`src/cbal_pkg.sv`:
```
// ============================================================================
// cbal_pkg: shared types and constants for the contiguous block allocator
// Holds the disk geometry, the status and request codes, the scan beat that
// travels along the chain of map cells, and the map update command.
// ============================================================================
package cbal_pkg;

    // Disk geometry.
    localparam int NUM_BLOCKS  = 16;
    localparam int BLOCK_BYTES = 512;

    // Widths; the index and count widths are derived from the geometry.
    localparam int IDX_W  = (NUM_BLOCKS > 2) ? $clog2(NUM_BLOCKS) : 1;
    localparam int CNT_W  = $clog2(NUM_BLOCKS + 1);
    localparam int LEN_W  = 16;
    localparam int NEED_W = LEN_W + 1;
    localparam int SUM_W  = NEED_W + 1;
    localparam int FIRST_W = 4;
    localparam int START_W = 4;
    localparam int STATUS_W = 2;

    // Request codes carried in tuser.
    localparam logic FUNC_ALLOC = 1'b0;
    localparam logic FUNC_FREE  = 1'b1;

    // Result status codes.
    localparam logic [STATUS_W-1:0] STATUS_OK       = 2'd0;
    localparam logic [STATUS_W-1:0] STATUS_NO_SPACE = 2'd1;
    localparam logic [STATUS_W-1:0] STATUS_RANGE    = 2'd2;

    // Controller states.
    typedef enum logic [1:0] {
        ST_IDLE,
        ST_SCAN,
        ST_RESULT
    } cbal_state_t;

    // Scan beat handed from one map cell to the next.
    typedef struct packed {
        logic              valid;
        logic              found;
        logic [CNT_W-1:0]  count;
        logic [IDX_W-1:0]  start;
        logic [NEED_W-1:0] need;
    } scan_tok_t;

    // Map update command broadcast to every cell for one cycle.
    typedef struct packed {
        logic              en;
        logic              set_free;
        logic [IDX_W-1:0]  lo;
        logic [NEED_W-1:0] need;
    } mark_cmd_t;

    // Run length in blocks: max(1, ceil(length / BLOCK_BYTES)).
    function automatic logic [NEED_W-1:0] run_blocks(input logic [LEN_W-1:0] len);
        logic [NEED_W-1:0] sum;
        logic [NEED_W-1:0] blocks;
        sum    = NEED_W'(len) + NEED_W'(BLOCK_BYTES - 1);
        blocks = NEED_W'(sum / BLOCK_BYTES);
        return (blocks == '0) ? NEED_W'(1) : blocks;
    endfunction

    // The result field carries the low four bits of a block index.
    function automatic logic [START_W-1:0] to_run_start(input logic [IDX_W-1:0] idx);
        logic [IDX_W+START_W-1:0] wide;
        wide = {{START_W{1'b0}}, idx};
        return wide[START_W-1:0];
    endfunction

endpackage

```
`src/contiguous_block_allocator_top.sv`:
```
// ============================================================================
// contiguous_block_allocator_top: first-fit contiguous block allocator
// Keeps a free map of disk blocks as a chain of cells. An allocate request
// sends a scan beat down the chain to find the first fitting run; a free
// request range-checks and releases a run. One result beat per request.
// ============================================================================
//  channel  | dir | tdata                                  | tuser
//  s_axis   | in  | [15:0] length_bytes, [19:16] first_block | [0] func
//  m_axis   | out | [3:0] run_start                        | [1:0] status
//
//  Allocate: the scan beat is registered in each map cell in turn; as it
//  leaves the last cell the status and run start are captured. Free: they are
//  captured on acceptance. Both load the result register from the result state.
//  The map update is applied at the end of the first cycle in the result
//  state, even while the result register is still busy.
//  Reset marks every block free. A stalled result holds the block in the
//  result state; the request side waits until the result register is free.
// ============================================================================
module contiguous_block_allocator_top (
    input  logic        clk,
    input  logic        rst_n,
    input  logic        s_axis_tvalid,
    output logic        s_axis_tready,
    input  logic [23:0] s_axis_tdata,   // [15:0] length_bytes, [19:16] first_block
    input  logic        s_axis_tuser,   // [0] func
    output logic        m_axis_tvalid,
    input  logic        m_axis_tready,
    output logic [7:0]  m_axis_tdata,   // [3:0] run_start
    output logic [1:0]  m_axis_tuser    // [1:0] status
);
    import cbal_pkg::*;

    cbal_state_t state_reg;
    cbal_state_t state_next;

    scan_tok_t tok [0:NUM_BLOCKS];
    mark_cmd_t mark_reg;
    mark_cmd_t mark_next;

    logic [STATUS_W-1:0] status_reg;
    logic [STATUS_W-1:0] status_next;
    logic [IDX_W-1:0]    start_reg;
    logic [IDX_W-1:0]    start_next;

    logic                out_valid_reg;
    logic                out_valid_next;
    logic [STATUS_W-1:0] out_status_reg;
    logic [START_W-1:0]  out_start_reg;

    logic [LEN_W-1:0]   in_len;
    logic [FIRST_W-1:0] in_first;
    logic               in_accept;
    logic               load_out;
    logic [NEED_W-1:0]  in_need;
    logic [SUM_W-1:0]   free_end;
    logic               free_oob;
    scan_tok_t          end_tok;

    // Unpack the request beat.
    assign in_len    = s_axis_tdata[15:0];
    assign in_first  = s_axis_tdata[19:16];
    assign in_accept = s_axis_tvalid && s_axis_tready;
    assign in_need   = run_blocks(in_len);
    assign free_end  = SUM_W'(in_first) + SUM_W'(in_need);
    assign free_oob  = free_end > SUM_W'(NUM_BLOCKS);
    assign end_tok   = tok[NUM_BLOCKS];

    // Scan beat injected at the head of the chain.
    always_comb
    begin
        tok[0].valid = in_accept && (s_axis_tuser == FUNC_ALLOC);
        tok[0].found = 1'b0;
        tok[0].count = '0;
        tok[0].start = '0;
        tok[0].need  = in_need;
    end

    // Chain of map cells.
    for (genvar i = 0; i < NUM_BLOCKS; i++)
    begin : g_cell
        cbal_cell u_cell (
            .clk    (clk),
            .rst_n  (rst_n),
            .idx    (IDX_W'(i)),
            .tok_in (tok[i]),
            .tok_out(tok[i+1]),
            .mark   (mark_reg)
        );
    end

    // Next state.
    always_comb
    begin
        state_next = state_reg;
        unique case (state_reg)
            ST_IDLE:
            begin
                if (in_accept)
                begin
                    state_next = (s_axis_tuser == FUNC_ALLOC) ? ST_SCAN : ST_RESULT;
                end
            end
            ST_SCAN:
            begin
                if (end_tok.valid)
                begin
                    state_next = ST_RESULT;
                end
            end
            ST_RESULT:
            begin
                if (!out_valid_reg || m_axis_tready)
                begin
                    state_next = ST_IDLE;
                end
            end
            default: state_next = ST_IDLE;
        endcase
    end

    // Outputs of the controller: handshake, result capture and map command.
    always_comb
    begin
        s_axis_tready = 1'b0;
        load_out      = 1'b0;
        status_next   = status_reg;
        start_next    = start_reg;
        mark_next     = '0;
        unique case (state_reg)
            ST_IDLE:
            begin
                s_axis_tready = 1'b1;
                if (in_accept && (s_axis_tuser == FUNC_FREE))
                begin
                    start_next = '0;
                    if (free_oob)
                    begin
                        status_next = STATUS_RANGE;
                    end
                    else
                    begin
                        status_next        = STATUS_OK;
                        mark_next.en       = 1'b1;
                        mark_next.set_free = 1'b1;
                        mark_next.lo       = IDX_W'(in_first);
                        mark_next.need     = in_need;
                    end
                end
            end
            ST_SCAN:
            begin
                if (end_tok.valid)
                begin
                    if (end_tok.found)
                    begin
                        status_next        = STATUS_OK;
                        start_next         = end_tok.start;
                        mark_next.en       = 1'b1;
                        mark_next.set_free = 1'b0;
                        mark_next.lo       = end_tok.start;
                        mark_next.need     = end_tok.need;
                    end
                    else
                    begin
                        status_next = STATUS_NO_SPACE;
                        start_next  = '0;
                    end
                end
            end
            ST_RESULT:
            begin
                load_out = !out_valid_reg || m_axis_tready;
            end
            default: ;
        endcase
    end

    // Result register valid.
    always_comb
    begin
        out_valid_next = out_valid_reg;
        if (load_out)
        begin
            out_valid_next = 1'b1;
        end
        else if (m_axis_tready)
        begin
            out_valid_next = 1'b0;
        end
    end

    // Control registers and the map command.
    always_ff @(posedge clk or negedge rst_n)
    begin
        if (!rst_n)
        begin
            state_reg     <= ST_IDLE;
            out_valid_reg <= 1'b0;
            mark_reg      <= '0;
        end
        else
        begin
            state_reg     <= state_next;
            out_valid_reg <= out_valid_next;
            mark_reg      <= mark_next;
        end
    end

    // Payload registers.
    always_ff @(posedge clk)
    begin
        status_reg <= status_next;
        start_reg  <= start_next;
        if (load_out)
        begin
            out_status_reg <= status_reg;
            out_start_reg  <= to_run_start(start_reg);
        end
    end

    assign m_axis_tvalid = out_valid_reg;
    assign m_axis_tdata  = {4'b0000, out_start_reg};
    assign m_axis_tuser  = out_status_reg;

    // A failed request never reports a start block.
    a_fail_zero_start: assert property (@(posedge clk) disable iff (!rst_n)
        (m_axis_tvalid && (m_axis_tuser != STATUS_OK)) |-> (m_axis_tdata == 8'd0))
        else $error("non-ok result carries a nonzero start block");

    // A scan beat leaves the chain only while the controller is scanning.
    a_end_in_scan: assert property (@(posedge clk) disable iff (!rst_n)
        end_tok.valid |-> (state_reg == ST_SCAN))
        else $error("scan beat left the chain outside the scan state");

    // The map is only updated while the controller is in the result state.
    a_mark_in_result: assert property (@(posedge clk) disable iff (!rst_n)
        mark_reg.en |-> (state_reg == ST_RESULT))
        else $error("map update outside the result state");

    // An accepted request closes the input until its result is produced.
    a_busy_after_accept: assert property (@(posedge clk) disable iff (!rst_n)
        in_accept |=> !s_axis_tready)
        else $error("request taken while another is in flight");

endmodule

```
`src/cbal_cell.sv`:
```
// ============================================================================
// cbal_cell: one disk block of the free map
// Holds the free bit of its block, extends the running free count of the
// first-fit scan by one block per cycle, and applies map update commands.
// ============================================================================
module cbal_cell (
    input  logic                      clk,
    input  logic                      rst_n,
    input  logic [cbal_pkg::IDX_W-1:0] idx,
    input  cbal_pkg::scan_tok_t       tok_in,
    output cbal_pkg::scan_tok_t       tok_out,
    input  cbal_pkg::mark_cmd_t       mark
);
    import cbal_pkg::*;

    logic      free_reg;
    logic      free_next;
    scan_tok_t tok_reg;
    scan_tok_t tok_next;
    logic      in_range;
    logic [CNT_W-1:0] cnt_inc;

    // Scan step: extend or break the current run of free blocks.
    always_comb
    begin
        cnt_inc  = tok_in.count + CNT_W'(1);
        tok_next = tok_in;
        if (!tok_in.found)
        begin
            if (free_reg)
            begin
                tok_next.count = cnt_inc;
                if (tok_in.count == '0)
                begin
                    tok_next.start = idx;
                end
                if (NEED_W'(cnt_inc) >= tok_in.need)
                begin
                    tok_next.found = 1'b1;
                end
            end
            else
            begin
                tok_next.count = '0;
            end
        end
    end

    // Map update: this block lies in [lo, lo + need).
    always_comb
    begin
        in_range  = (idx >= mark.lo) && (NEED_W'(idx - mark.lo) < mark.need);
        free_next = free_reg;
        if (mark.en && in_range)
        begin
            free_next = mark.set_free;
        end
    end

    // Free bit and scan beat; every block is free after reset.
    always_ff @(posedge clk or negedge rst_n)
    begin
        if (!rst_n)
        begin
            free_reg <= 1'b1;
            tok_reg  <= '0;
        end
        else
        begin
            free_reg <= free_next;
            tok_reg  <= tok_next;
        end
    end

    assign tok_out = tok_reg;

endmodule

```
`config.mk`:
```
export PLATFORM = sky130hd
export DESIGN_NAME = contiguous_block_allocator_top
export DESIGN_NICKNAME = d
export VERILOG_FILES = /design/src/cbal_pkg.sv /design/src/contiguous_block_allocator_top.sv /design/src/cbal_cell.sv
export SDC_FILE = /design/constraint.sdc
export NUM_CORES = 1
export LEC_CHECK = 0
export BUFFER_PORTS_ARGS = -buffer_cell sky130_fd_sc_hd__clkbuf_2
export CAP_MARGIN = 0
export CORE_AREA = 2 2 157 159
export CTS_BUF_LIST = sky130_fd_sc_hd__clkbuf_4 sky130_fd_sc_hd__clkbuf_8
export CTS_CLUSTER_DIAMETER = 100
export DETAILED_ROUTE_END_ITERATION = 16
export DIE_AREA = 0 0 159 161
export PLACE_DENSITY = 0.82
export SLEW_MARGIN = 20
export SYNTH_ARGS = -nofsm -noshare
export SYNTH_HDL_FRONTEND = slang
export SYNTH_SLANG_ARGS = --single-unit
```
`constraint.sdc`:
```
create_clock -name clk -period 7 [get_ports clk]
set_input_delay 1.4 -clock clk [delete_from_list [all_inputs] [get_ports clk]]
set_output_delay 1.4 -clock clk [all_outputs]
set_load 0.01 [all_outputs]
```
==> impl_metrics.csv, run 1 <==
group,metric,value,unit
status,outcome,"finished, final reports clean",
finish,synthToLayoutAreaGrowth,10.0,%
timing,fmax,194,MHz
cts,cts_sinks,319,
power,power.share.sequential,50.4,%
synth,postSynthAreaPerCell,11.1,um^2
worst_hold_path,hp-class,"register to register",
synth,yosys_register_bits,319,
setup_path,cp_max_fo,11,
floorplan,die_h,161,um
floorplan,die_w,159,um
synth,synth_top_flop_cell,"dfrtp_1",
synth,synth-edff-count,12,
timing,finalCritPeriodShare,73.6,%
timing,hold_viol,0,
timing,fin_skew,0.0121,ns
setup_path,crit_buf_inv,2,
floorplan,dieArea,0.0256,mm^2
finish,diodes,0,
routing,wl_per_cell,16.1,um
power,switching_share,26.0,%
flow_run,maxCapViolations,0,
timing,slew_headroom,34.2,%
timing,setup_tns,0,ns
routing,drt_wl_total,29.3,mm
routing,antenna_left,0,
floorplan,initial_utilization,64.3,%
synth,ys_types,65,
global_routing,grt_pass1_vias,10600,
timing,rsz0062_at_grt,"no",
synth,yosysWarningCount,0,
setup_path,critPathMaxStageDelay,0.84,ns
finish,layout_common_cells,"dfrtp_1, ha_1, nand2_1, inv_1, o21ai_0",
power,power.density,251,mW/mm^2
power,p_int,3.15,mW
routing,firstDrtPassIters,5,
timing,setup_viol,0,
floorplan,ios,41,
setup_path,cp_data_required_time,7.50,ns
setup_path,cp-start-kind,"primary input",
floorplan,core,0.0240,mm^2
power,power,4.25,mW
global_routing,overflow,0,
power,p_switching,1.10,mW
global_routing,grt_start_max_net_pins,165,
routing,vias,10100,
finish,largest_reg_flops,274,
timing,post-route-min-period,5.15,ns
cts,post-cts-setup-buffers,0,
global_routing,antenna_found_initial,0,
power,power_frac_clock,36.9,%
global_routing,grt_pass1_wl,49.6,mm
cts,clk_pin_slew,0.06,ns
finish,final_layout_size_suffix_gt1_share,11.5,%
finish,fillers,1721,
setup_path,worstSetupEndpointType,"register",
finish,mostFrequentLayoutCell,"dfrtp_1",
setup_path,slowest_stage,"nor4_2",
power,irDropWorstVdd,173,uV
timing,drv_slew,0,
power,power_frac_comb,12.7,%
cts,clockBufferDepth,3,
setup_path,cpLargestDelayFamily,"simple AND/OR/NAND/NOR gates",
cts,cts_tree,"done",
floorplan,row_count,57,
cts,clk_latency,0.57,ns
cts,numCtsBuffers,49,
cts,ctsResizeCount,0,
place,gp_congestion,0.862,
cts,h-tree-depth,2,
routing,drc,0,
synth,synth_area,0.0154,mm^2
synth,async_reset_ff_share,96.2,%
setup_path,critPathArrivalTime,5.66,ns
timing,tightest_slew,0.980,ns
setup_path,path_common_cell,"nor3_1",
synth,synthCells,1392,
global_routing,track_usage,23.9,%
synth,synth-seq-area-share,52.4,%
routing,via_per_inst,5.53,
setup_path,path_cells,"clkbuf_2 > or4_1 > nor3_1 > nor3_1 > a21oi_1 > ha_1 > inv_1 > fa_1 > nand3b_1 > nor4b_1 > nor3_1 > a32o_1 > nor4_2 > a22o_1",
setup_path,worstSetupPathType,"primary input to register",
place,io_buffers,32,
place,dp_hpwl,21.2,mm
routing,drtIter0Drc,565,
cts,hold_buffers,0,
finish,final_nets,1677,
setup_path,r2r_slack,3.79,ns
power,p_leak,8.50,nW
cts,cts-root-buf,"clkbuf_8",
## layer usage
| layer | vias up | track usage (%) | part of all wire (%) |
|---|---|---|---|
| met5 | - | 0 | 0 |
| met4 | 0 | 7.77 | 1.9 |
| met2 | 182 | 43.3 | 52 |
| met1 | 4955 | 29.6 | 42 |
| met3 | 52 | 3.70 | 4.2 |
| li1 | 4881 | - | - |
## metrics by stage
stage	hold slack (ns)	setup WS [ns]	instance area, um^2	instances	util, %
floorplan	0.331	2.55	15400	1395	-
global placement	0.335	1.69	15900	1731	66.4
detailed placement	0.336	1.38	15900	1731	66.4
CTS	0.348	1.93	16900	1822	70.7
global route	0.353	1.64	16900	1822	70.7
finish	0.347	1.85	16900	1822	70.7
## cell families after synthesis
group                    after synthesis  share of synthesized area, %
adder cells (fa/ha/maj)              192                          15.6
XOR/XNOR                              49                          2.79
multiplexers                          18                          1.25
buffers and inverters                147                          3.70
AO/OA/AOI/OAI                        253                          10.4
other                                  1                        0.0243
AND/OR/NAND/NOR                      413                          13.9
flip-flops                           319                          52.4
## synth_stat cells, types with 11 or more instances
library cell | count | area (um^2)
or4b_2 | 11 | 110
o21ai_0 | 86 | 430
nor2_1 | 56 | 210
xnor2_1 | 32 | 280
a21oi_1 | 45 | 225
clkbuf_1 | 18 | 67.6
o21bai_1 | 20 | 150
nor2b_1 | 19 | 119
nand3_1 | 55 | 275
dfstp_2 | 16 | 420
and2_1 | 26 | 163
xor2_1 | 17 | 149
edfxtp_1 | 12 | 360
inv_1 | 123 | 462
nor3_1 | 12 | 60.1
a21o_1 | 49 | 368
nand2b_1 | 59 | 369
dfrtp_1 | 291 | 7280
a22o_1 | 11 | 96.3
nand2_1 | 132 | 495
ha_1 | 189 | 2360
## final cells by class
cell class                      instances  area (um^2)  area share (%)
Inverter                              124          465            2.75
Clock buffer                           84          981            5.79
Tap cell                              324          405            2.39
Timing Repair Buffer                   35          205            1.21
Clock inverter                          7         45.0           0.266
Sequential cell                       319         8060            47.6
Multi-Input combinational cell        929         6780            40.0
## power by group through the flow
stage	clock network [mW]	registers, mW	logic [mW]
floorplan	0	2.12	0.391
global placement	0	2.17	0.504
detailed placement	0	2.17	0.541
CTS	1.61	2.14	0.545
global route	1.70	2.16	0.621
finish	1.57	2.14	0.539
## path summary, 6_finish.rpt
kind | from | endpoint | cells after the start
min reg2reg | g_cell[0].u_cell.tok_out[27] | g_cell[1].u_cell.tok_out[27] | 0
min in group asynchronous | rst_n | g_cell[14].u_cell.tok_out[17] | 1
max reg2reg | mark_reg[20] | g_cell[1].u_cell.free_reg | 8
max in group asynchronous | rst_n | g_cell[4].u_cell.tok_out[6] | 2
min | g_cell[0].u_cell.tok_out[27] | g_cell[1].u_cell.tok_out[27] | 0
max | s_axis_tdata[13] | mark_reg[19] | 14
Power figures use the tool's default switching activity.
==> run 2, diff against run 1 <==
ABC_AREA = 1   (was not set)
CORE_AREA = 2 2 165 167   (was 2 2 157 159)
DIE_AREA = 0 0 167 169   (was 0 0 159 161)
PLACE_DENSITY = 0.78   (was 0.82)
clock period = 4.4 ns   (was 7 ns; I/O delays follow)
==> run 2 against run 1 <==
  * Core utilization decreased by 6.4 points
  * Clock-buffer cell count unchanged
  * Worst setup slack got worse by 0.89 ns
  * Synthesized area about the same
  * Synthesized cell count increased by 9.1%
  * Final area increased by 0.62%
  * Clock power increased by 64%
  * Hold slack improved by 0.0046 ns
  * Routed wire length increased by 0.61%
  * Global-route usage decreased by 2.0 points
  * Critical path type unchanged
  * Largest cell class unchanged
==> impl_metrics.csv, run 2 <==
group,metric,value,unit
routing,drtIter0Drc,637,
timing,fmax,290,MHz
routing,antenna_left,0,
cts,cts-root-buf,"clkbuf_8",
synth,async_reset_ff_share,96.2,%
place,dp_hpwl,21.6,mm
synth,synth-edff-count,12,
synth,synth_top_family_by_area,"adder cells",
place,detailed_place.area,0.0160,mm^2
power,power,6.17,mW
synth,yosys.area.top_type,"dfrtp_1",
setup_path,critPathMaxStageDelay,0.40,ns
global_routing,antenna_found_initial,0,
setup_path,slowest_stage,"fa_1",
timing,tightest_slew,0.806,ns
power,power.density,362,mW/mm^2
finish,mostFrequentLayoutCell,"dfrtp_1",
finish,multiInputGateArea,0.00622,mm^2
finish,regArea,0.00806,mm^2
global_routing,grt_pass1_wl,50.9,mm
setup_path,reg2reg_from,"mark_reg[20]",
cts,h-tree-depth,2,
finish,final_layout_size_suffix_gt1_share,10.0,%
cts,clockBufferDepth,3,
worst_hold_path,worstHoldStart,"g_cell[7].u_cell.tok_out[27]",
setup_path,path_cells,"clkbuf_2 > nor2_1 > nand2_1 > nor2_4 > nand2_4 > nand2_1 > nand2_1 > nand2_1 > nand3_1 > nor2_1 > nor2_1 > inv_1 > ha_1 > inv_1 > fa_1 > o21ai_0 > a21oi_1 > nand3b_1 > nand3_1 > nand4_2 > o21bai_2",
floorplan,ios,41,
setup_path,cp.depth,21,
timing,fin_skew,0.0186,ns
finish,final_nets,1815,
finish,diodes,0,
floorplan,die_h,169,um
global_routing,overflow,0,
finish,synthToLayoutAreaGrowth,10.7,%
routing,vias,10500,
setup_path,path_common_cell,"nand2_1",
cts,ctsResizeCount,0,
synth,synthSimpleGateAreaFrac,12.3,%
finish,largest_reg_flops,274,
timing,finalCritPeriodShare,78.3,%
floorplan,die_w,167,um
global_routing,track_usage,21.9,%
synth,synth-seq-area-share,52.3,%
floorplan,dieArea,0.0282,mm^2
cts,cts_sinks,319,
setup_path,r2r_slack,1.20,ns
finish,final_cell_area,0.0170,mm^2
setup_path,crit_end,"mark_reg[19]",
synth,yosysWarningCount,0,
synth,synth_mux_area_share,0,%
timing,hold_viol,0,
timing,setup_tns,0,ns
floorplan,row_count,60,
synth,synth_area_leaders,"dfrtp_1, ha_1, inv_1",
timing,fin_ws,0.957,ns
setup_path,cp_data_required_time,4.87,ns
status,outcome,"finished, final reports clean",
synth,synth_area,0.0154,mm^2
routing,wl_per_cell,14.9,um
power,p_leak,9.12,nW
cts,cts_tree,"done",
setup_path,rr_endpoint,"g_cell[6].u_cell.free_reg",
synth,synth_most_common_cell,"dfrtp_1",
floorplan,core,0.0265,mm^2
routing,drc,0,
setup_path,critPathArrivalTime,3.92,ns
synth,yosys_register_bits,319,
cts,clk_latency,0.56,ns
power,irDropWorstVdd,268,uV
cts,clk_pin_slew,0.06,ns
synth,synth_commonest_cells,"dfrtp_1, inv_1, nand2_1, ha_1, o21ai_0",
synth,synth_top_area_share,47.3,%
synth,synthCells,1519,
timing,post-route-min-period,3.44,ns
setup_path,cpLargestDelayFamily,"simple AND/OR/NAND/NOR gates",
cts,numCtsBuffers,50,
flow_run,maxCapViolations,0,
finish,fillers,2023,
cts,post-cts-setup-buffers,0,
place,io_buffers,32,
routing,firstDrtPassIters,5,
synth,synth_compound_area_share,9.93,%
finish,layout_common_cells,"dfrtp_1, inv_1, nand2_1, ha_1, o21ai_0",
setup_path,crit_start,"s_axis_tdata[7]",
worst_hold_path,whs_path_depth,0,
setup_path,worstSetupEndpointType,"register",
cts,hold_buffers,0,
timing,slew_headroom,46.3,%
synth,ys_types,48,
synth,synthXorXnorAreaFrac,2.56,%
setup_path,cp_max_fo,11,
place,pre_cts_ws,0.393,ns
synth,postSynthAreaPerCell,10.1,um^2
setup_path,cp-start-kind,"primary input",
global_routing,grt_start_max_net_pins,107,
place,gp_congestion,0.901,
setup_path,reg2reg_depth,9,
floorplan,initial_utilization,58.1,%
timing,drv_slew,0,
synth,synth_top_flop_cell,"dfrtp_1",
synth,synthAdderAreaFrac,15.5,%
global_routing,grt_pass1_vias,11000,
timing,rsz0062_at_grt,"no",
setup_path,crit_buf_inv,3,
routing,drt_wl_total,29.5,mm
setup_path,worstSetupPathType,"primary input to register",
timing,setup_viol,0,
routing,via_per_inst,5.31,
worst_hold_path,hp-class,"register to register",
[run 2: changes by cell type in the layout (fill, tap and decap cells not counted), moves of 26 or more]
| cell | delta |
|---|---|
| nand2b_1 | -59 |
| inv_1 | +159 |
| nand2_1 | +84 |
| o21a_1 | +30 |
| and2_1 | -26 |
| xnor2_1 | -28 |
| a21o_1 | -43 |
[run 2: how the worst min path moves through the flow]
stage                               endpoint
2_1_floorplan  g_cell[10].u_cell.tok_out[27]
3_3_place_gp    g_cell[1].u_cell.tok_out[27]
3_5_place_dp    g_cell[7].u_cell.tok_out[27]
4_1_cts         g_cell[7].u_cell.tok_out[27]
5_1_grt         g_cell[7].u_cell.tok_out[27]
6_report        g_cell[8].u_cell.tok_out[27]
[run 2: logic make-up (layout without fill, tap and decap cells)]
family | Yosys count | after routing
adder cells (fa/ha/maj) | 190 | 190
AO/OA/AOI/OAI | 249 | 249
buffers and inverters | 296 | 408
AND/OR/NAND/NOR | 419 | 419
other | 1 | 4
XOR/XNOR | 45 | 45
flip-flops | 319 | 319
[run 2: final cells by class]
| cell class | instances | area share (%) |
|---|---|---|
| sequential | 319 | 47.3 |
| multi-input combinational | 907 | 36.5 |
| inverter | 283 | 6.23 |
| clock buffer | 84 | 5.90 |
| tap | 341 | 2.50 |
| timing repair buffer | 35 | 1.28 |
| clock inverter | 6 | 0.338 |
[run 2: per-layer routing]
layer | share of wire [%] | global-route usage [%] | up-vias
met5 | 0 | 0 | -
met4 | 2.6 | 7.61 | 0
met3 | 4.9 | 3.76 | 66
met2 | 50 | 38.1 | 225
met1 | 43 | 28.0 | 5069
li1 | - | - | 5119
[run 2: stage by stage]
stage	cells	hold slack (ns)	utilization (%)
5_1_grt	1975	0.353	64.3
6_report	1975	0.352	64.3
2_1_floorplan	1522	0.331	-
3_3_place_gp	1885	0.334	60.3
3_5_place_dp	1885	0.336	60.3
4_1_cts	1975	0.352	64.3
[run 2: worst reg2reg max path, cell delays in order, from the launching register on]
cell     delay [ns]
dfrtp_1        0.80
inv_2          0.29
ha_1           0.41
a21oi_1        0.44
ha_1           0.34
a21oi_1        0.17
o21ai_0        0.12
a21oi_1        0.15
nand4_1        0.15
o21ai_0        0.25
[run 2: power breakdown]
| group | switching, mW | leakage (nW) | internal, mW | total [mW] |
|---|---|---|---|---|
| clock network | 1.08 | 0.572 | 1.49 | 2.57 |
| logic | 0.276 | 4.49 | 0.149 | 0.425 |
| registers | 0.0740 | 4.06 | 3.10 | 3.18 |
| total | 1.43 | 9.12 | 4.74 | 6.17 |
